==> config.mk <==
export PLATFORM = sky130hd
export DESIGN_NAME = tga_rle_image_decoder_flat
export DESIGN_NICKNAME = d
export VERILOG_FILES = /design/src/hdl/tgadec_pkg.sv /design/src/hdl/tgadec_if.sv /design/src/hdl/tgadec_core.sv /design/src/hdl/tga_rle_image_decoder.sv /design/src/flat_wrapper.sv
export SDC_FILE = /design/constraint.sdc
export NUM_CORES = 1
export LEC_CHECK = 0
export BUFFER_PORTS_ARGS = -buffer_cell sky130_fd_sc_hd__buf_2
export CORE_MARGIN = 10
export CORE_UTILIZATION = 55
export DETAILED_ROUTE_END_ITERATION = 10
export PLACE_DENSITY = 0.84
export RECOVER_POWER = 100
export SYNTH_ARGS = -nofsm -noshare
export SYNTH_HDL_FRONTEND = slang
export SYNTH_SLANG_ARGS = --single-unit
==> constraint.sdc <==
create_clock -name clock -period 7.1 [get_ports clock]
set_input_delay 0.71 -clock clock [delete_from_list [all_inputs] [get_ports clock]]
set_output_delay 0.71 -clock clock [all_outputs]
set_load 0.005 [all_outputs]
==> src/hdl/tgadec_pkg.sv <==
// Types and constants shared by the TGA run-length image decoder.
`default_nettype none
package tgadec_pkg;

   typedef enum logic [2:0] {
      PH_IDLE,
      PH_SIG,
      PH_DIMS,
      PH_PKT,
      PH_PIX
   } phase_type;

   localparam logic [1:0] ST_OK       = 2'd0;
   localparam logic [1:0] ST_BAD_SIG  = 2'd1;
   localparam logic [1:0] ST_BAD_SIZE = 2'd2;
   localparam logic [1:0] ST_CLIPPED  = 2'd3;

   localparam logic [7:0] TYPE_RAW = 8'd2;
   localparam logic [7:0] TYPE_RLE = 8'd10;
   localparam logic [7:0] DEPTH_24 = 8'd24;
   localparam logic [7:0] DEPTH_32 = 8'd32;
   localparam logic [7:0] RUN_BIAS = 8'd127;

   localparam logic [4:0] HDR_TYPE      = 5'd2;
   localparam logic [4:0] HDR_SIG_LAST  = 5'd11;
   localparam logic [4:0] HDR_WIDTH_LO  = 5'd12;
   localparam logic [4:0] HDR_WIDTH_HI  = 5'd13;
   localparam logic [4:0] HDR_HEIGHT_LO = 5'd14;
   localparam logic [4:0] HDR_HEIGHT_HI = 5'd15;
   localparam logic [4:0] HDR_DEPTH     = 5'd16;

   typedef struct packed {
      logic [7:0] red;
      logic [7:0] green;
      logic [7:0] blue;
      logic [7:0] alpha;
      logic       has_alpha;
      logic [7:0] repeat_count;
      logic       image_done;
      logic [1:0] status;
   } rsp_type;

endpackage
`default_nettype wire

==> src/hdl/tgadec_if.sv <==
// Valid/ready channel interfaces for file bytes in and pixel records out.
`default_nettype none
interface tgadec_req_if;
   logic       valid;
   logic       ready;
   logic [7:0] byte_value;
   logic       file_start;

   modport source (output valid, output byte_value, output file_start, input ready);
   modport sink (input valid, input byte_value, input file_start, output ready);
endinterface

interface tgadec_rsp_if;
   logic       valid;
   logic       ready;
   logic [7:0] red;
   logic [7:0] green;
   logic [7:0] blue;
   logic [7:0] alpha;
   logic       has_alpha;
   logic [7:0] repeat_count;
   logic       image_done;
   logic [1:0] status;

   modport source (output valid, output red, output green, output blue, output alpha,
                   output has_alpha, output repeat_count, output image_done,
                   output status, input ready);
   modport sink (input valid, input red, input green, input blue, input alpha,
                 input has_alpha, input repeat_count, input image_done,
                 input status, output ready);
endinterface
`default_nettype wire

==> src/hdl/tgadec_core.sv <==
// Parser state and per-byte decode: header check, packet tracking, pixel assembly.
`default_nettype none
module tgadec_core (
   input  wire logic             clock,
   input  wire logic             reset,
   input  wire logic             accept,
   input  wire logic [7:0]       byte_value,
   input  wire logic             file_start,
   output logic                  res_valid,
   output tgadec_pkg::rsp_type   res
);

   tgadec_pkg::phase_type phase_ff, phase_in, phase_cur;
   logic [4:0]  hdr_ff, hdr_in, hdr_cur;
   logic        compressed_ff, compressed_in;
   logic [15:0] width_ff, width_in;
   logic [15:0] height_ff, height_in;
   logic        four_ff, four_in;
   logic [31:0] left_ff, left_in;
   logic [7:0]  pkt_ff, pkt_in;
   logic        is_run_ff, is_run_in;
   logic [1:0]  pbi_ff, pbi_in;
   logic [31:0] colour_ff, colour_in;

   logic [1:0]  pbi_next;
   logic        pixel_end;
   logic [31:0] left_dec;
   logic [7:0]  pkt_dec;
   logic        run_clip;
   logic [7:0]  run_rep;
   logic [31:0] run_left;
   logic        sig_bad;
   logic        size_bad;
   logic        pix_done;

   always_comb begin
      phase_cur = file_start ? tgadec_pkg::PH_SIG : phase_ff;
      hdr_cur   = file_start ? 5'd0 : hdr_ff;
   end

   always_comb begin
      pbi_next  = pbi_ff + 2'd1;
      pixel_end = (pbi_next == 2'd0) || (!four_ff && (pbi_next == 2'd3));
      left_dec  = left_ff - 32'd1;
      pkt_dec   = pkt_ff - 8'd1;
      run_clip  = {24'd0, pkt_ff} > left_ff;
      run_rep   = run_clip ? left_ff[7:0] : pkt_ff;
      run_left  = left_ff - {24'd0, run_rep};
      sig_bad   = (hdr_cur == tgadec_pkg::HDR_TYPE)
                  ? (byte_value != tgadec_pkg::TYPE_RAW && byte_value != tgadec_pkg::TYPE_RLE)
                  : (byte_value != 8'd0);
      size_bad  = (width_ff == 16'd0) || (height_ff == 16'd0) ||
                  (byte_value != tgadec_pkg::DEPTH_24 && byte_value != tgadec_pkg::DEPTH_32);
      if (!compressed_ff) begin
         pix_done = (left_dec == 32'd0);
      end else if (is_run_ff) begin
         pix_done = (run_left == 32'd0);
      end else begin
         pix_done = (left_dec == 32'd0);
      end
   end

   // next phase
   always_comb begin
      phase_in = phase_cur;
      unique case (phase_cur)
         tgadec_pkg::PH_IDLE: phase_in = tgadec_pkg::PH_IDLE;
         tgadec_pkg::PH_SIG: begin
            if (sig_bad) begin
               phase_in = tgadec_pkg::PH_IDLE;
            end else if (hdr_cur == tgadec_pkg::HDR_SIG_LAST) begin
               phase_in = tgadec_pkg::PH_DIMS;
            end
         end
         tgadec_pkg::PH_DIMS: begin
            if (hdr_cur == tgadec_pkg::HDR_DEPTH) begin
               if (size_bad) begin
                  phase_in = tgadec_pkg::PH_IDLE;
               end
            end else if (hdr_cur > tgadec_pkg::HDR_DEPTH) begin
               phase_in = compressed_ff ? tgadec_pkg::PH_PKT : tgadec_pkg::PH_PIX;
            end
         end
         tgadec_pkg::PH_PKT: phase_in = tgadec_pkg::PH_PIX;
         tgadec_pkg::PH_PIX: begin
            if (pixel_end) begin
               if (pix_done) begin
                  phase_in = tgadec_pkg::PH_IDLE;
               end else if (compressed_ff && (is_run_ff || pkt_dec == 8'd0)) begin
                  phase_in = tgadec_pkg::PH_PKT;
               end
            end
         end
         default: phase_in = tgadec_pkg::PH_IDLE;
      endcase
   end

   // datapath and result
   always_comb begin
      hdr_in        = hdr_cur;
      compressed_in = compressed_ff;
      width_in      = width_ff;
      height_in     = height_ff;
      four_in       = four_ff;
      left_in       = left_ff;
      pkt_in        = pkt_ff;
      is_run_in     = is_run_ff;
      pbi_in        = pbi_ff;
      colour_in     = colour_ff;
      res_valid     = 1'b0;
      res           = '0;
      unique case (phase_cur)
         tgadec_pkg::PH_IDLE: ;
         tgadec_pkg::PH_SIG: begin
            if (sig_bad) begin
               res_valid  = 1'b1;
               res.status = tgadec_pkg::ST_BAD_SIG;
            end else begin
               hdr_in = hdr_cur + 5'd1;
               if (hdr_cur == tgadec_pkg::HDR_TYPE) begin
                  compressed_in = (byte_value == tgadec_pkg::TYPE_RLE);
               end
            end
         end
         tgadec_pkg::PH_DIMS: begin
            unique case (hdr_cur)
               tgadec_pkg::HDR_WIDTH_LO:  width_in[7:0]   = byte_value;
               tgadec_pkg::HDR_WIDTH_HI:  width_in[15:8]  = byte_value;
               tgadec_pkg::HDR_HEIGHT_LO: height_in[7:0]  = byte_value;
               tgadec_pkg::HDR_HEIGHT_HI: height_in[15:8] = byte_value;
               tgadec_pkg::HDR_DEPTH: begin
                  if (size_bad) begin
                     res_valid  = 1'b1;
                     res.status = tgadec_pkg::ST_BAD_SIZE;
                  end
                  four_in = (byte_value == tgadec_pkg::DEPTH_32);
               end
               default: begin
                  left_in   = {16'd0, width_ff} * {16'd0, height_ff};
                  pbi_in    = 2'd0;
                  is_run_in = 1'b0;
                  pkt_in    = 8'd0;
               end
            endcase
            if (hdr_cur <= tgadec_pkg::HDR_DEPTH) begin
               hdr_in = hdr_cur + 5'd1;
            end
         end
         tgadec_pkg::PH_PKT: begin
            is_run_in = byte_value[7];
            pkt_in    = byte_value[7] ? (byte_value - tgadec_pkg::RUN_BIAS)
                                      : (byte_value + 8'd1);
            pbi_in    = 2'd0;
         end
         tgadec_pkg::PH_PIX: begin
            colour_in[{pbi_ff, 3'b000} +: 8] = byte_value;
            pbi_in = pbi_next;
            if (pixel_end) begin
               pbi_in           = 2'd0;
               res_valid        = 1'b1;
               res.red          = colour_in[23:16];
               res.green        = colour_in[15:8];
               res.blue         = colour_in[7:0];
               res.alpha        = four_ff ? colour_in[31:24] : 8'd0;
               res.has_alpha    = four_ff;
               res.repeat_count = 8'd1;
               res.image_done   = pix_done;
               res.status       = tgadec_pkg::ST_OK;
               if (!compressed_ff) begin
                  left_in = left_dec;
               end else if (is_run_ff) begin
                  left_in          = run_left;
                  pkt_in           = 8'd0;
                  res.repeat_count = run_rep;
                  if (run_clip) begin
                     res.status = tgadec_pkg::ST_CLIPPED;
                  end
               end else begin
                  left_in = left_dec;
                  pkt_in  = pkt_dec;
                  if (pix_done && pkt_dec != 8'd0) begin
                     res.status = tgadec_pkg::ST_CLIPPED;
                  end
               end
            end
         end
         default: ;
      endcase
   end

   always_ff @(posedge clock) begin
      if (reset) begin
         phase_ff <= tgadec_pkg::PH_IDLE;
         hdr_ff   <= 5'd0;
      end else if (accept) begin
         phase_ff <= phase_in;
         hdr_ff   <= hdr_in;
      end
   end

   always_ff @(posedge clock) begin
      if (accept) begin
         compressed_ff <= compressed_in;
         width_ff      <= width_in;
         height_ff     <= height_in;
         four_ff       <= four_in;
         left_ff       <= left_in;
         pkt_ff        <= pkt_in;
         is_run_ff     <= is_run_in;
         pbi_ff        <= pbi_in;
         colour_ff     <= colour_in;
      end
   end

endmodule
`default_nettype wire

==> src/hdl/tga_rle_image_decoder.sv <==
// Top level of the TGA image decoder: byte intake, decode core and result register.
// The decoder takes one file byte per clock and updates its parser state in that
// same cycle; a pixel record or status result appears in the result register on
// the following cycle. The result register is the only buffer, so a byte is taken
// every cycle while results drain, and intake pauses only while a result is held
// by the sink. A file begins at a byte flagged file_start; records carry blue and
// red swapped out of stored order, rows come in stored order (no vertical flip),
// and a run packet yields one record with its repeat count.
`default_nettype none
module tga_rle_image_decoder (
   input wire logic      clock,
   input wire logic      reset,
   tgadec_req_if.sink    req_chan,
   tgadec_rsp_if.source  rsp_chan
);

   logic                rsp_valid_ff, rsp_valid_in;
   tgadec_pkg::rsp_type rsp_data_ff, rsp_data_in;
   logic                accept;
   logic                res_valid;
   tgadec_pkg::rsp_type res;

   assign req_chan.ready = !rsp_valid_ff || rsp_chan.ready;
   assign accept         = req_chan.valid && req_chan.ready;

   tgadec_core u_core (
      .clock      (clock),
      .reset      (reset),
      .accept     (accept),
      .byte_value (req_chan.byte_value),
      .file_start (req_chan.file_start),
      .res_valid  (res_valid),
      .res        (res)
   );

   always_comb begin
      rsp_valid_in = rsp_valid_ff && !rsp_chan.ready;
      rsp_data_in  = rsp_data_ff;
      if (accept && res_valid) begin
         rsp_valid_in = 1'b1;
         rsp_data_in  = res;
      end
   end

   always_ff @(posedge clock) begin
      if (reset) begin
         rsp_valid_ff <= 1'b0;
      end else begin
         rsp_valid_ff <= rsp_valid_in;
      end
   end

   always_ff @(posedge clock) begin
      rsp_data_ff <= rsp_data_in;
   end

   assign rsp_chan.valid        = rsp_valid_ff;
   assign rsp_chan.red          = rsp_data_ff.red;
   assign rsp_chan.green        = rsp_data_ff.green;
   assign rsp_chan.blue         = rsp_data_ff.blue;
   assign rsp_chan.alpha        = rsp_data_ff.alpha;
   assign rsp_chan.has_alpha    = rsp_data_ff.has_alpha;
   assign rsp_chan.repeat_count = rsp_data_ff.repeat_count;
   assign rsp_chan.image_done   = rsp_data_ff.image_done;
   assign rsp_chan.status       = rsp_data_ff.status;

   a_hold_intake: assert property (@(posedge clock) disable iff (reset)
      rsp_chan.valid && !rsp_chan.ready |-> !req_chan.ready)
      else $error("byte intake open while a result is held");

   a_error_empty: assert property (@(posedge clock) disable iff (reset)
      rsp_chan.valid && (rsp_chan.status == tgadec_pkg::ST_BAD_SIG ||
                         rsp_chan.status == tgadec_pkg::ST_BAD_SIZE)
      |-> rsp_chan.repeat_count == 8'd0 && !rsp_chan.image_done)
      else $error("status-only result carries pixel data");

   a_clip_done: assert property (@(posedge clock) disable iff (reset)
      rsp_chan.valid && rsp_chan.status == tgadec_pkg::ST_CLIPPED |-> rsp_chan.image_done)
      else $error("clipped record does not complete the image");

   a_pixel_count: assert property (@(posedge clock) disable iff (reset)
      rsp_chan.valid && rsp_chan.status == tgadec_pkg::ST_OK
      |-> rsp_chan.repeat_count != 8'd0)
      else $error("pixel record with zero repeat count");

endmodule
`default_nettype wire
==> src/flat_wrapper.sv <==
// flat-port wrapper written by rule: the top's interface ports become plain ports
module tga_rle_image_decoder_flat 
  (clock, reset, req_chan_valid, req_chan_byte_value, req_chan_file_start, req_chan_ready, rsp_chan_valid, rsp_chan_red, rsp_chan_green, rsp_chan_blue, rsp_chan_alpha, rsp_chan_has_alpha, rsp_chan_repeat_count, rsp_chan_image_done, rsp_chan_status, rsp_chan_ready);
  tgadec_req_if req_chan_i ();
  tgadec_rsp_if rsp_chan_i ();
  input wire logic clock;
  input wire logic reset;
  input wire logic [$bits(req_chan_i.valid)-1:0] req_chan_valid;
  input wire logic [$bits(req_chan_i.byte_value)-1:0] req_chan_byte_value;
  input wire logic [$bits(req_chan_i.file_start)-1:0] req_chan_file_start;
  output wire logic [$bits(req_chan_i.ready)-1:0] req_chan_ready;
  output wire logic [$bits(rsp_chan_i.valid)-1:0] rsp_chan_valid;
  output wire logic [$bits(rsp_chan_i.red)-1:0] rsp_chan_red;
  output wire logic [$bits(rsp_chan_i.green)-1:0] rsp_chan_green;
  output wire logic [$bits(rsp_chan_i.blue)-1:0] rsp_chan_blue;
  output wire logic [$bits(rsp_chan_i.alpha)-1:0] rsp_chan_alpha;
  output wire logic [$bits(rsp_chan_i.has_alpha)-1:0] rsp_chan_has_alpha;
  output wire logic [$bits(rsp_chan_i.repeat_count)-1:0] rsp_chan_repeat_count;
  output wire logic [$bits(rsp_chan_i.image_done)-1:0] rsp_chan_image_done;
  output wire logic [$bits(rsp_chan_i.status)-1:0] rsp_chan_status;
  input wire logic [$bits(rsp_chan_i.ready)-1:0] rsp_chan_ready;
  assign req_chan_i.valid = req_chan_valid;
  assign req_chan_i.byte_value = req_chan_byte_value;
  assign req_chan_i.file_start = req_chan_file_start;
  assign req_chan_ready = req_chan_i.ready;
  assign rsp_chan_valid = rsp_chan_i.valid;
  assign rsp_chan_red = rsp_chan_i.red;
  assign rsp_chan_green = rsp_chan_i.green;
  assign rsp_chan_blue = rsp_chan_i.blue;
  assign rsp_chan_alpha = rsp_chan_i.alpha;
  assign rsp_chan_has_alpha = rsp_chan_i.has_alpha;
  assign rsp_chan_repeat_count = rsp_chan_i.repeat_count;
  assign rsp_chan_image_done = rsp_chan_i.image_done;
  assign rsp_chan_status = rsp_chan_i.status;
  assign rsp_chan_i.ready = rsp_chan_ready;
  tga_rle_image_decoder u_core (.clock(clock), .reset(reset), .req_chan(req_chan_i), .rsp_chan(rsp_chan_i));
endmodule
* Word-level counts from Yosys, hierarchy flattened
Index checks and enable logic that the tools add are counted.
** Word-level totals
- Input port bits :: 13
- Register bits :: 162
- Word-level logic and storage cells :: 154
- Output and inout bits :: 46
** Operators by class
- Multiplexer cells :: 53
- Eq/ne operators :: 21
- Reduce and logical (&&, ||, !) cells :: 42
- Bitwise gates (word level) :: 1
- $add $sub $neg :: 8
- $mul :: 1
- $lt $le $gt $ge :: 3
- Shift-type cells :: 2
** Operators with widths (number)
- 32-bit 2-to-1 mux :: 4
- 32-bit logical NOT :: 2
- 32-bit case mux with 2 select lines :: 1
- 8-bit 2-to-1 mux :: 6
- 32-bit bitwise mux :: 1
- 8-bit by 32-bit greater-than comparator with 1-bit output :: 1
- 16-bit logical NOT :: 2
- 16-bit by 16-bit multiplier with 32-bit output :: 1
- 8-bit by 7-bit variable shift with 32-bit output (first input constant) :: 1
- 8-bit by 7-bit indexed part select with 32-bit output :: 1
- 32-bit by 1-bit subtractor with 32-bit output (second input constant) :: 1
- 32-bit by 8-bit subtractor with 32-bit output :: 1
- 3-bit 2-to-1 mux :: 10
- 5-bit by 4-bit equality test with 1-bit output (second input constant) :: 5
- 8-bit case mux with 3 select lines :: 1
- 3-bit AND reduction :: 8
- 2-bit 2-to-1 mux :: 9
- 8-bit nonzero test :: 2
- 5-bit 2-to-1 mux :: 3
- 1-bit 2-to-1 mux :: 12
- 2-bit case mux with 3 select lines :: 2
- 3-bit case mux with 4 select lines :: 1
- 4-bit AND reduction :: 3
- 5-bit case mux with 2 select lines :: 1
- other kinds (34) :: 52

* Depth between registers and ports, before layout
Gate-level depths: netlist of run 1.
- Depth after elaboration :: 12
- Mapped depth :: 23
- Gate-level depth less buffers :: 22

* Cells and area by module
A second synthesis of run 1 with hierarchy kept.
** Second synthesis, totals
- Cell total of the unflattened synthesis :: 1839
- Area total of the unflattened synthesis :: 17371.7 sq um
** Modules (own cells, without submodules)
- tgadec_core :: sequential area each 3433.3 sq um, instances 1, cells an instance 1789, area each 15982.8 sq um
- tga_rle_image_decoder :: sequential area each 1341.3 sq um, instances 1, cells an instance 50, area each 1388.8 sq um

* Worst setup path before layout of run 1
OpenSTA, ideal clock, no wires.
- Path type :: register to register
- Start :: reg u_core.u_core.height_ff[6]
- End :: reg u_core.u_core.left_ff[24], data pin
- Period minus slack after synthesis :: 6321 ps
- Data required time :: 6943 ps
- Cell stages (with the launch flop) :: 24
- Buffers on the path :: 2
- Data arrival time :: 6164 ps
- Setup time :: 157 ps
- Setup slack :: 779 ps
- Path through :: edfxtp_1 clkbuf_1 clkbuf_1 nand2_1 fa_1 inv_1 fa_1 inv_1 fa_1 inv_1 fa_1 inv_1 fa_1 inv_1 fa_1 ha_1 a211oi_1 o21ai_0 a211oi_1 o31ai_1 nand4_1 nand4b_1 a221o_1 nor3_1
** On the way
- Longest elaborated chain between the ends :: 3
** RTL lines
- from (decl) :: line tgadec_core.sv:17 : logic [15:0] height_ff, height_in;
- from (signal assigned) :: line tgadec_core.sv:205 : height_ff <= height_in;
- 16-bit by 16-bit multiplier with 32-bit output :: line tgadec_core.sv:139 : left_in = {16'd0, width_ff} * {16'd0, height_ff};
- 32-bit 2-to-1 mux :: line tgadec_core.sv:126 : unique case (hdr_cur)
- 32-bit case mux with 2 select lines :: line tgadec_core.sv:112 : unique case (phase_cur)
- net u_core.u_core.left_in[24] :: line tgadec_core.sv:19 : logic [31:0] left_ff, left_in;
- to (signal assigned) :: line tgadec_core.sv:207 : left_ff <= left_in;
- to (decl) :: line tgadec_core.sv:19
The timed path passes the listed nets, and every way through them passes these cells. The select of a mux whose other input is x is not followed.
A chain may end at the register's enable or synchronous reset.

* Worst setup path in the final report of run 1
- Start :: reg u_core.u_core.height_ff[12]
- End :: reg u_core.u_core.left_ff[27], data pin
Same word-level chain as after synthesis.

==> impl.org, run 1 <==
** Clocking
- Clock buffers created by TritonCTS :: 17
- TritonCTS clock tree :: done
- For the worst-skew pair, the clock arrives at the later sink with an insertion delay of approximately 0.45 ns.
- Worst-path clk slew :: 0.08 ns
- Quantity of hold-fixing buffers added after cts :: 0
- The tree is rooted in a sky130_fd_sc_hd__clkbuf_16.
- H-tree levels :: 4
- The tree built by TritonCTS fans out to about 160 sinks.
- CTS Buffer Depth :: 2

** Timing
- Number of hold violations in the final report :: 0
- After layout, the minimum clock period comes to between 6 and 7 ns.
- Clock skew on the completed layout was measured at 0.0195 ns.
- Relative slew slack :: -112%
- The final max-slew violation count was between 100 and 150.
- After layout, the worst setup slack is ~0.38 ns.
- Static timing analysis puts the maximum clock frequency at 149 MHz.
- Transition time at the pin with the least slew margin :: 3.18 ns
- Setup violations remaining at the end of the flow were counted as 0.
- Final period util :: a little over nine tenths
- Final hold analysis gives a worst-case slack of about 0.54 ns.

** Cells and area
- The layout has between 2,000 and 3,000 filler cells.
- After the last flow step, the layout net total stands at between 2,000 and 2,500.
- The finished cells cover around 19,000 µm².
- Share of layout cells above drive strength 1 :: under 10%
- Count of non-filler cells in the finished layout :: between 2,000 and 2,500
- 0 antenna diodes ended up in the layout.
- The sequential cells in the finished layout cover a total of 4770 µm².
- Growth of design area from synthesis to finish :: 7.62%
- Summing all multi-input logic gate instances after layout gives roughly 12,000 µm².

** Route
- Routed wire length :: a little over 50 mm
- Once detail routing completed, the nets flagged for antenna violations numbered 0.
- Residual DRC :: 0
- Initial drt markers :: between 1,500 and 2,000
- In the routed layout, each cell is associated on average with a via count of 6.08.
- Drt wl/cell :: about 21 µm
- Detailed-routing iteration count for the pre-antenna-repair pass :: 6
- Total vias in the final route :: around 15,000

** Logic synthesis
- Post-Syn Instances :: between 1,500 and 2,000
- Mapped cell area :: approximately 18,000 µm²
- After synthesis, the share of flip-flops with an asynchronous set or reset is 0%.
- In this run, synthesis produced a sequential element count of roughly 160.
- Number of enable flip-flop cells after synthesis :: between 150 and 200
- A synthesized cell averages 9.16 µm².
- Count of synthesis-stage warnings from yosys :: 0
- Sequential share of the synthesized area :: between 20% and 30%
- Net count of the mapped netlist :: ~2,300
- The most used flip-flop cell after synthesis is sky130_fd_sc_hd__edfxtp_1.
- Distinct cell type count of the synthesized netlist :: 83

** Floorplanning
- Boundary pin count :: about 60
- The die is 201 µm tall.
- Die area :: 40,600 µm²
- Num rows :: 66
- Die X :: 201 µm
- The total area inside the core boundary comes to between 30,000 and 40,000 µm².
- Initial core utilization :: about 56%

** Setup path
- The critical path in this run is classified as flip-flop to flip-flop.
- Required time at the worst-slack endpoint :: between 7 and 8 ns
- Along the worst path, the maximum fanout reaches 17.
- Setup crit start kind :: flip-flop
- First element of the critical path :: u_core.u_core.height_ff[12]$_DFFE_PP_
- The worst setup path is captured at a flip-flop.
- Data on the critical path arrives at its endpoint at 6.84 ns.
- Reg2reg start :: u_core.u_core.height_ff[12]$_DFFE_PP_

** Power
- Leakage :: ~8.4 nW
- IR analysis of the VDD net gives a maximum drop of 0.152 mV.
- Areal power density over the cells :: approximately 100 nW/µm²

** Place
- DPL Wire Length :: approximately 38 mm
- Summing all placed instances gives a cell area of 18,800 µm².
- In this run the tool buffered the top-level ports with 58 buffer cells.
- At the placement stage, the worst setup path has a slack of approximately 0.47 ns.
- Cell count after placement :: around 2,400
- At the end of routability-driven placement, the weighted congestion stood at around 1.

** Job
- Max-cap violations in this run came to 4.

** Hold path
- Path class of the lowest-slack min-delay path :: flip-flop to flip-flop
- Worst hold path startpoint :: u_core.u_core.hdr_ff[1]$_SDFFE_PP0P_

** GRT
- Pin count of the biggest net entering global routing :: between 40 and 50
- The total overflow left after global routing is 0.
- Gr usage total :: between 20% and 30%
- The first global-routing pass estimated approximately 82 mm of wire.
- The via count of the first global-routing pass was between 15,000 and 20,000.
- The number of antenna violations at the first check in global routing was 0.

** Outcome
- Result of the run :: finished, violations left
- The final reports fail on max-capacitance violations, max-slew violations.
[cells in the final DEF (no fill, tap or decap), types with 8 or more instances in the layout]
cell type / instances
sky130_fd_sc_hd__a21oi_1: 62
sky130_fd_sc_hd__buf_4: 53
sky130_fd_sc_hd__xnor2_1: 40
sky130_fd_sc_hd__nor4_1: 37
sky130_fd_sc_hd__nor3_1: 34
sky130_fd_sc_hd__and2_1: 96
sky130_fd_sc_hd__and2_0: 19
sky130_fd_sc_hd__a21o_1: 21
sky130_fd_sc_hd__o31a_1: 9
sky130_fd_sc_hd__a211oi_1: 14
sky130_fd_sc_hd__nand3_1: 30
sky130_fd_sc_hd__nand2b_1: 10
sky130_fd_sc_hd__nand2_1: 278
sky130_fd_sc_hd__edfxtp_1: 153
sky130_fd_sc_hd__clkbuf_1: 60
sky130_fd_sc_hd__inv_1: 279
sky130_fd_sc_hd__and3_1: 28
sky130_fd_sc_hd__or3_1: 11
sky130_fd_sc_hd__o31ai_1: 8
sky130_fd_sc_hd__o211ai_1: 12
sky130_fd_sc_hd__xor2_1: 34
sky130_fd_sc_hd__nor2b_1: 9
sky130_fd_sc_hd__dfxtp_1: 9
sky130_fd_sc_hd__nor4b_1: 9
sky130_fd_sc_hd__nand4_1: 18
sky130_fd_sc_hd__clkbuf_16: 17
sky130_fd_sc_hd__ha_1: 137
sky130_fd_sc_hd__a31oi_1: 11
sky130_fd_sc_hd__mux2i_1: 8
sky130_fd_sc_hd__o22ai_1: 10
sky130_fd_sc_hd__nor2_1: 110
sky130_fd_sc_hd__fa_1: 195
sky130_fd_sc_hd__o21ai_0: 80
sky130_fd_sc_hd__o21a_1: 9
[final cells by class]
cell class / count / share of cell area [%]
multi-input combinational: 1436 / 61.0
sequential: 162 / 24.5
inverter: 279 / 5.37
timing repair buffer: 117 / 3.31
tap: 442 / 2.84
clock buffer: 18 / 2.20
clock inverter: 14 / 0.783
[repair_timing]
action,in CTS,in global routing
setup buffers,0,35
setup endpoints to repair,0,3
resized for setup,0,0
[power by group]
part / total, mW / internal [mW] / switching [mW]
clock: 0.945 / 0.472 / 0.473
combinational: 0.0528 / 0.0125 / 0.0403
sequential: 1.05 / 1.04 / 0.00366
[synth_stat cells (10+ instances only)]
library cell,count,share of area (%)
sky130_fd_sc_hd__a21o_1,21,0.87
sky130_fd_sc_hd__a31oi_1,11,0.38
sky130_fd_sc_hd__or3_1,11,0.38
sky130_fd_sc_hd__clkbuf_1,93,1.9
sky130_fd_sc_hd__fa_1,195,22
sky130_fd_sc_hd__a211oi_1,13,0.54
sky130_fd_sc_hd__nor4_1,36,1.2
sky130_fd_sc_hd__ha_1,137,9.5
sky130_fd_sc_hd__a21oi_1,62,1.7
sky130_fd_sc_hd__nand2b_1,10,0.35
sky130_fd_sc_hd__nand2_1,278,5.8
sky130_fd_sc_hd__o21ai_0,79,2.2
sky130_fd_sc_hd__inv_1,279,5.8
sky130_fd_sc_hd__xor2_1,34,1.6
sky130_fd_sc_hd__edfxtp_1,153,25
sky130_fd_sc_hd__and2_1,114,3.9
sky130_fd_sc_hd__o211ai_1,12,0.50
sky130_fd_sc_hd__nand4_1,18,0.62
sky130_fd_sc_hd__nor3_1,34,0.94
sky130_fd_sc_hd__xnor2_1,40,1.9
sky130_fd_sc_hd__nor2_1,112,2.3
sky130_fd_sc_hd__and3_1,28,0.97
sky130_fd_sc_hd__o22ai_1,10,0.35
sky130_fd_sc_hd__nand3_1,30,0.83
[metal layers]
| metal | track usage, % | part of all wire, % |
|---|---|---|
| met4 | 10.1 | 3.9 |
| met2 | 41.5 | 48 |
| met3 | 4.64 | 9.3 |
| met1 | 31.6 | 39 |
| met5 | 0 | 0 |
[cells by family after synthesis]
kind of cell    after synthesis  share of synthesized area, %
buf+inv                     380                          7.98
flops                       162                          26.4
simple gates                744                          20.8
fa+ha+maj                   332                          31.0
xor+xnor                     74                          3.58
compound gates              278                          9.82
mux                           8                         0.442
[path summary, 6_finish.rpt]
check | end | cells past startpoint | slack (ns)
hold reg to reg | u_core.u_core.hdr_ff[1]$_SDFFE_PP0P_ | 2 | 0.54
setup reg to reg | u_core.u_core.left_ff[27]$_DFFE_PP_ | 20 | 0.38
setup / recovery | u_core.u_core.left_ff[27]$_DFFE_PP_ | 20 | 0.38
hold / removal | u_core.u_core.hdr_ff[1]$_SDFFE_PP0P_ | 2 | 0.54
[state kept, by name, indices dropped and copies added, names as in the netlist, 2 cells and up]
register,count
u_core.u_core.pbi_ff,2
u_core.u_core.hdr_ff,5
u_core.u_core.phase_ff,3
u_core.rsp_chan.status,2
u_core.u_core.height_ff,16
u_core.u_core.left_ff,32
u_core.u_core.width_ff,16
u_core.rsp_chan.repeat_count,8
u_core.rsp_chan.alpha,8
u_core.u_core.colour_ff,32
u_core.rsp_chan.green,8
u_core.u_core.pkt_ff,8
u_core.rsp_chan.red,8
u_core.rsp_chan.blue,8
[worst max-delay path: stages (launching register included)]
cell and delay (ns):
sky130_fd_sc_hd__edfxtp_1 0.70, sky130_fd_sc_hd__and2_1 0.32, sky130_fd_sc_hd__fa_1 0.46, sky130_fd_sc_hd__fa_1 0.54, sky130_fd_sc_hd__inv_1 0.05, sky130_fd_sc_hd__fa_1 0.47
sky130_fd_sc_hd__inv_1 0.06, sky130_fd_sc_hd__fa_1 0.53, sky130_fd_sc_hd__inv_1 0.05, sky130_fd_sc_hd__fa_1 0.54, sky130_fd_sc_hd__inv_1 0.06, sky130_fd_sc_hd__fa_1 0.47
sky130_fd_sc_hd__ha_1 0.37, sky130_fd_sc_hd__a211oi_1 0.27, sky130_fd_sc_hd__o21ai_0 0.18, sky130_fd_sc_hd__a221o_1 0.35, sky130_fd_sc_hd__a21oi_1 0.29, sky130_fd_sc_hd__o31ai_1 0.17
sky130_fd_sc_hd__a21oi_1 0.26, sky130_fd_sc_hd__xor2_1 0.17, sky130_fd_sc_hd__a21oi_1 0.08
[per-stage QoR]
stage,power [mW],TNS [ns],util [%]
finish,2.05,0,59.9
detailed placement,1.12,0,57.7
floorplan,1.09,0,-
global route,2.08,-0.0123,59.9
global placement,1.12,0,57.7
CTS,2.05,0,59.5
No activity file was read; power rests on OpenSTA's default activity.
==> run 2: changes to the inputs <==
--- a/config.mk
+++ b/config.mk
@@ -6,11 +6,12 @@
 export NUM_CORES = 1
 export LEC_CHECK = 0
-export BUFFER_PORTS_ARGS = -buffer_cell sky130_fd_sc_hd__buf_2
 export CORE_MARGIN = 10
 export CORE_UTILIZATION = 55
 export DETAILED_ROUTE_END_ITERATION = 10
-export PLACE_DENSITY = 0.84
+export DONT_BUFFER_PORTS = 1
+export PLACE_DENSITY = 0.82
 export RECOVER_POWER = 100
 export SYNTH_ARGS = -nofsm -noshare
 export SYNTH_HDL_FRONTEND = slang
 export SYNTH_SLANG_ARGS = --single-unit
+export TNS_END_PERCENT = 5
==> constraint.sdc (replaced) <==
create_clock -name clock -period 7.1 [get_ports clock]
set_input_delay 0.71 -clock clock [delete_from_list [all_inputs] [get_ports clock]]
set_output_delay 0.71 -clock clock [all_outputs]
set_load 0.01 [all_outputs]
==> run 2 against run 1 <==
Effect of this change: the run still ends with max-capacitance violations, max-slew violations left; critical endpoint is now u_core.u_core.left_ff[30]$_DFFE_PP_; sequential cell count is the same; die area is the same; count of clock-buffer cells in the layout shrank 1; cell area shrank 1.7%; combinational power shrank 56%.
==> impl.org, run 2 (synthesis results as in run 1) <==
** Outcome
- Result of the run: finished, violations left (unchanged).
- Violated checks: max-capacitance violations, max-slew violations (unchanged).

** Cells and area
- The sequential cell area was 4770 µm² (unchanged).
- Layout Nets :: 2,286 (was 2,358)
- Top flop regs :: u_core.u_core.colour_ff (32), u_core.u_core.left_ff (32) (unchanged)
- Filler cells :: 2,764 (was 2,725)
- The count of antenna diodes in the layout came to 0 (unchanged).
- The share of layout cells above drive strength 1 was 5.02% (was 5.87%).
- Growth of design area from synthesis to finish :: 5.75% (was 7.62%)
- Highest-count cells in the layout ignoring fill and taps: sky130_fd_sc_hd__inv_1 (279), sky130_fd_sc_hd__nand2_1 (278), sky130_fd_sc_hd__fa_1 (195) (unchanged).
- The commonest non-fill, non-tap cell in the layout was sky130_fd_sc_hd__inv_1 (unchanged).
- Multi-input gate area in the final layout :: 11,900 µm² (about the same)

** Setup path
- Setup crit start kind :: flip-flop (unchanged)
- CP max FO :: 11 (was 17)
- Critical path class :: flip-flop to flip-flop (unchanged)
- The capturing element type of the critical path is a flip-flop (unchanged).
- Required time at the worst-slack endpoint :: 7.21 ns (was 7.22 ns)
- WP data arrival :: 6.91 ns (was 6.84 ns)

** Route
- The average routed wire per standard cell is 20.6 µm (was 20.8 µm).
- The number of DRC markers in iteration 0 is 1,575 (was 1,655).
- The DRC violation count after routing came to 0 (unchanged).
- The aggregate routed wire length was 49.3 mm (was 51.4 mm).
- Drt via density :: 6.10 (was 6.08)
- Total vias in the final route :: 14,606 (was 15,008)
- Final ANT Viol Nets :: 0 (unchanged)
- Detailed-routing iteration count for the pre-antenna-repair pass :: 7 (was 6)

** Timing
- The final max-slew violation count was 191 (was 146).
- The number of hold-slack violations in the final timing report is 0 (unchanged).
- Tmin final :: 6.80 ns (was 6.72 ns)
- Clk_skew :: 0.0171 ns (was 0.0195 ns)
- Final setup violation count :: 0 (unchanged)
- The worst slew slack as a fraction of its limit is -124% (was -112%).
- Setup repair after global routing left no endpoint under its margin.
- Transition time at the pin with the least slew margin :: 3.36 ns (was 3.18 ns)
- Highest Clock Rate :: 147 MHz (was 149 MHz)
- The tightest hold margin is 0.336 ns (was 0.543 ns).
- Final period util :: 95.7% (was 94.6%)
- The final sum of negative setup slack came to 0 ns (unchanged).

** GRT
- Vias in the first global route :: 14,876 (was 15,368)
- Pin count of the biggest net entering global routing :: 45 (was 46)
- Gr usage total :: 24.4% (was 25.0%)
- Number of antenna violations at the first check in global routing :: 0 (unchanged)
- The global route total overflow is 0 (unchanged).
- The global-route wire length before repair was 79.8 mm (was 82.0 mm).

** Clocking
- Clock root buffer master :: sky130_fd_sc_hd__clkbuf_16 (unchanged)
- The clock sink total was 162 (unchanged).
- H-tree levels :: 4 (unchanged)
- The number of buffers inserted for hold repair after clock tree synthesis came to 0 (unchanged).
- Clock buffers created by TritonCTS :: 17 (unchanged)
- CTS Buffer Depth :: 2 (unchanged)
- Clock latency on the worst-skew pair :: 0.44 ns (was 0.45 ns)
- Number of post-CTS setup repair buffers :: 0 (unchanged)
- TritonCTS clock tree :: done (unchanged)
- The post-cts gate resize count is 0 (unchanged).
- Worst-path clk slew :: 0.08 ns (about the same)

** Power
- Areal power density over the cells :: 106 nW/µm² (was 105 nW/µm²)
- The maximum VDD drop came to 0.151 mV (was 0.152 mV).
- The reported leakage power is 8.27 nW (was 8.42 nW).

** Floorplanning
- The height of the die was 201 µm (unchanged).
- Num rows :: 66 (unchanged)
- Die X :: 201 µm (unchanged)
- CORE AREA :: 32,500 µm² (unchanged)
- Boundary pin count :: 59 (unchanged)
- Die area :: 40,600 µm² (unchanged)
- Initial core utilization :: 55.7% (unchanged)

** Hold path
- The kind of path behind the tightest hold check is primary input to flip-flop (was flip-flop to flip-flop).

** Place
- Port bufs :: 0 (was 58)
- Gp weighted congestion :: 0.968 (was 0.977)
- The estimated wirelength of the detail-placed design came to 37.8 mm (was 38.4 mm).

** Job
- The max-capacitance violation count was 5 (was 4).
==> run 2: cell types whose count changed in the layout (fill, tap and decap cells not counted), sizes merged <==
cell,before,now
buf,58,37
clkbuf,77,25
clkinv,3,4
clkinvlp,2,1
inv,288,289
==> run 2: metal layers <==
metal  GRT usage (%)  vias up  routed length (µm)
met3            4.92      153                4930
met5               0        -                   0
met4            9.50        0                1800
met2            39.9      795               23400
met1            31.2     7129               19200
li1                -     6529                   -
==> run 2: critical path: stages, from the launching register on <==
cell and delay (ns):
sky130_fd_sc_hd__edfxtp_1 0.69, sky130_fd_sc_hd__buf_4 0.25, sky130_fd_sc_hd__nand2_1 0.08, sky130_fd_sc_hd__fa_1 0.54
sky130_fd_sc_hd__inv_1 0.05, sky130_fd_sc_hd__fa_1 0.56, sky130_fd_sc_hd__fa_1 0.44, sky130_fd_sc_hd__fa_1 0.50
sky130_fd_sc_hd__inv_1 0.06, sky130_fd_sc_hd__fa_1 0.54, sky130_fd_sc_hd__inv_1 0.06, sky130_fd_sc_hd__fa_1 0.42
sky130_fd_sc_hd__ha_1 0.37, sky130_fd_sc_hd__a211oi_1 0.37, sky130_fd_sc_hd__o21ai_0 0.18, sky130_fd_sc_hd__a211oi_1 0.25
sky130_fd_sc_hd__buf_4 0.17, sky130_fd_sc_hd__o31a_1 0.27, sky130_fd_sc_hd__o211ai_1 0.15, sky130_fd_sc_hd__a31oi_1 0.23
sky130_fd_sc_hd__xor2_1 0.19, sky130_fd_sc_hd__mux2i_1 0.09
==> run 2: final timing paths <==
path	from	end	slack, ns	cells after the start
max	u_core.u_core.width_ff[6]$_DFFE_PP_	u_core.u_core.left_ff[30]$_DFFE_PP_	0.30	21
min reg2reg	u_core.u_core.hdr_ff[1]$_SDFFE_PP0P_	u_core.u_core.hdr_ff[1]$_SDFFE_PP0P_	0.54	2
min	reset	u_core.u_core.hdr_ff[2]$_SDFFE_PP0P_	0.34	1
max reg2reg	u_core.u_core.width_ff[6]$_DFFE_PP_	u_core.u_core.left_ff[30]$_DFFE_PP_	0.30	21
==> run 2: where the power goes <==
group / total (mW) / internal, mW / leakage [nW] / switching (mW)
clock: 0.943 / 0.473 / 0.286 / 0.470
combinational: 0.0232 / 0.00752 / 6.52 / 0.0157
sequential: 1.06 / 1.05 / 1.47 / 0.0107
==> run 2: cell type report <==
type,count,area share (%)
clock inverters,15,0.816
flip-flops and latches,162,24.9
clock buffers,17,2.22
inverters,279,5.47
multi-input cells,1436,62.1
well taps,442,2.89
repair buffers,45,1.61
==> run 2: through the flow <==
step	setup slack (ns)	util, %	cells	area (µm²)	total power, mW
floorplan	0.779	-	1978	18100	1.10
global placement	0.495	57.0	2351	18500	1.10
detailed placement	0.390	57.0	2351	18500	1.10
CTS	0.353	58.8	2383	19100	2.02
global route	0.0157	58.9	2396	19200	2.06
finish	0.302	58.9	2396	19200	2.02
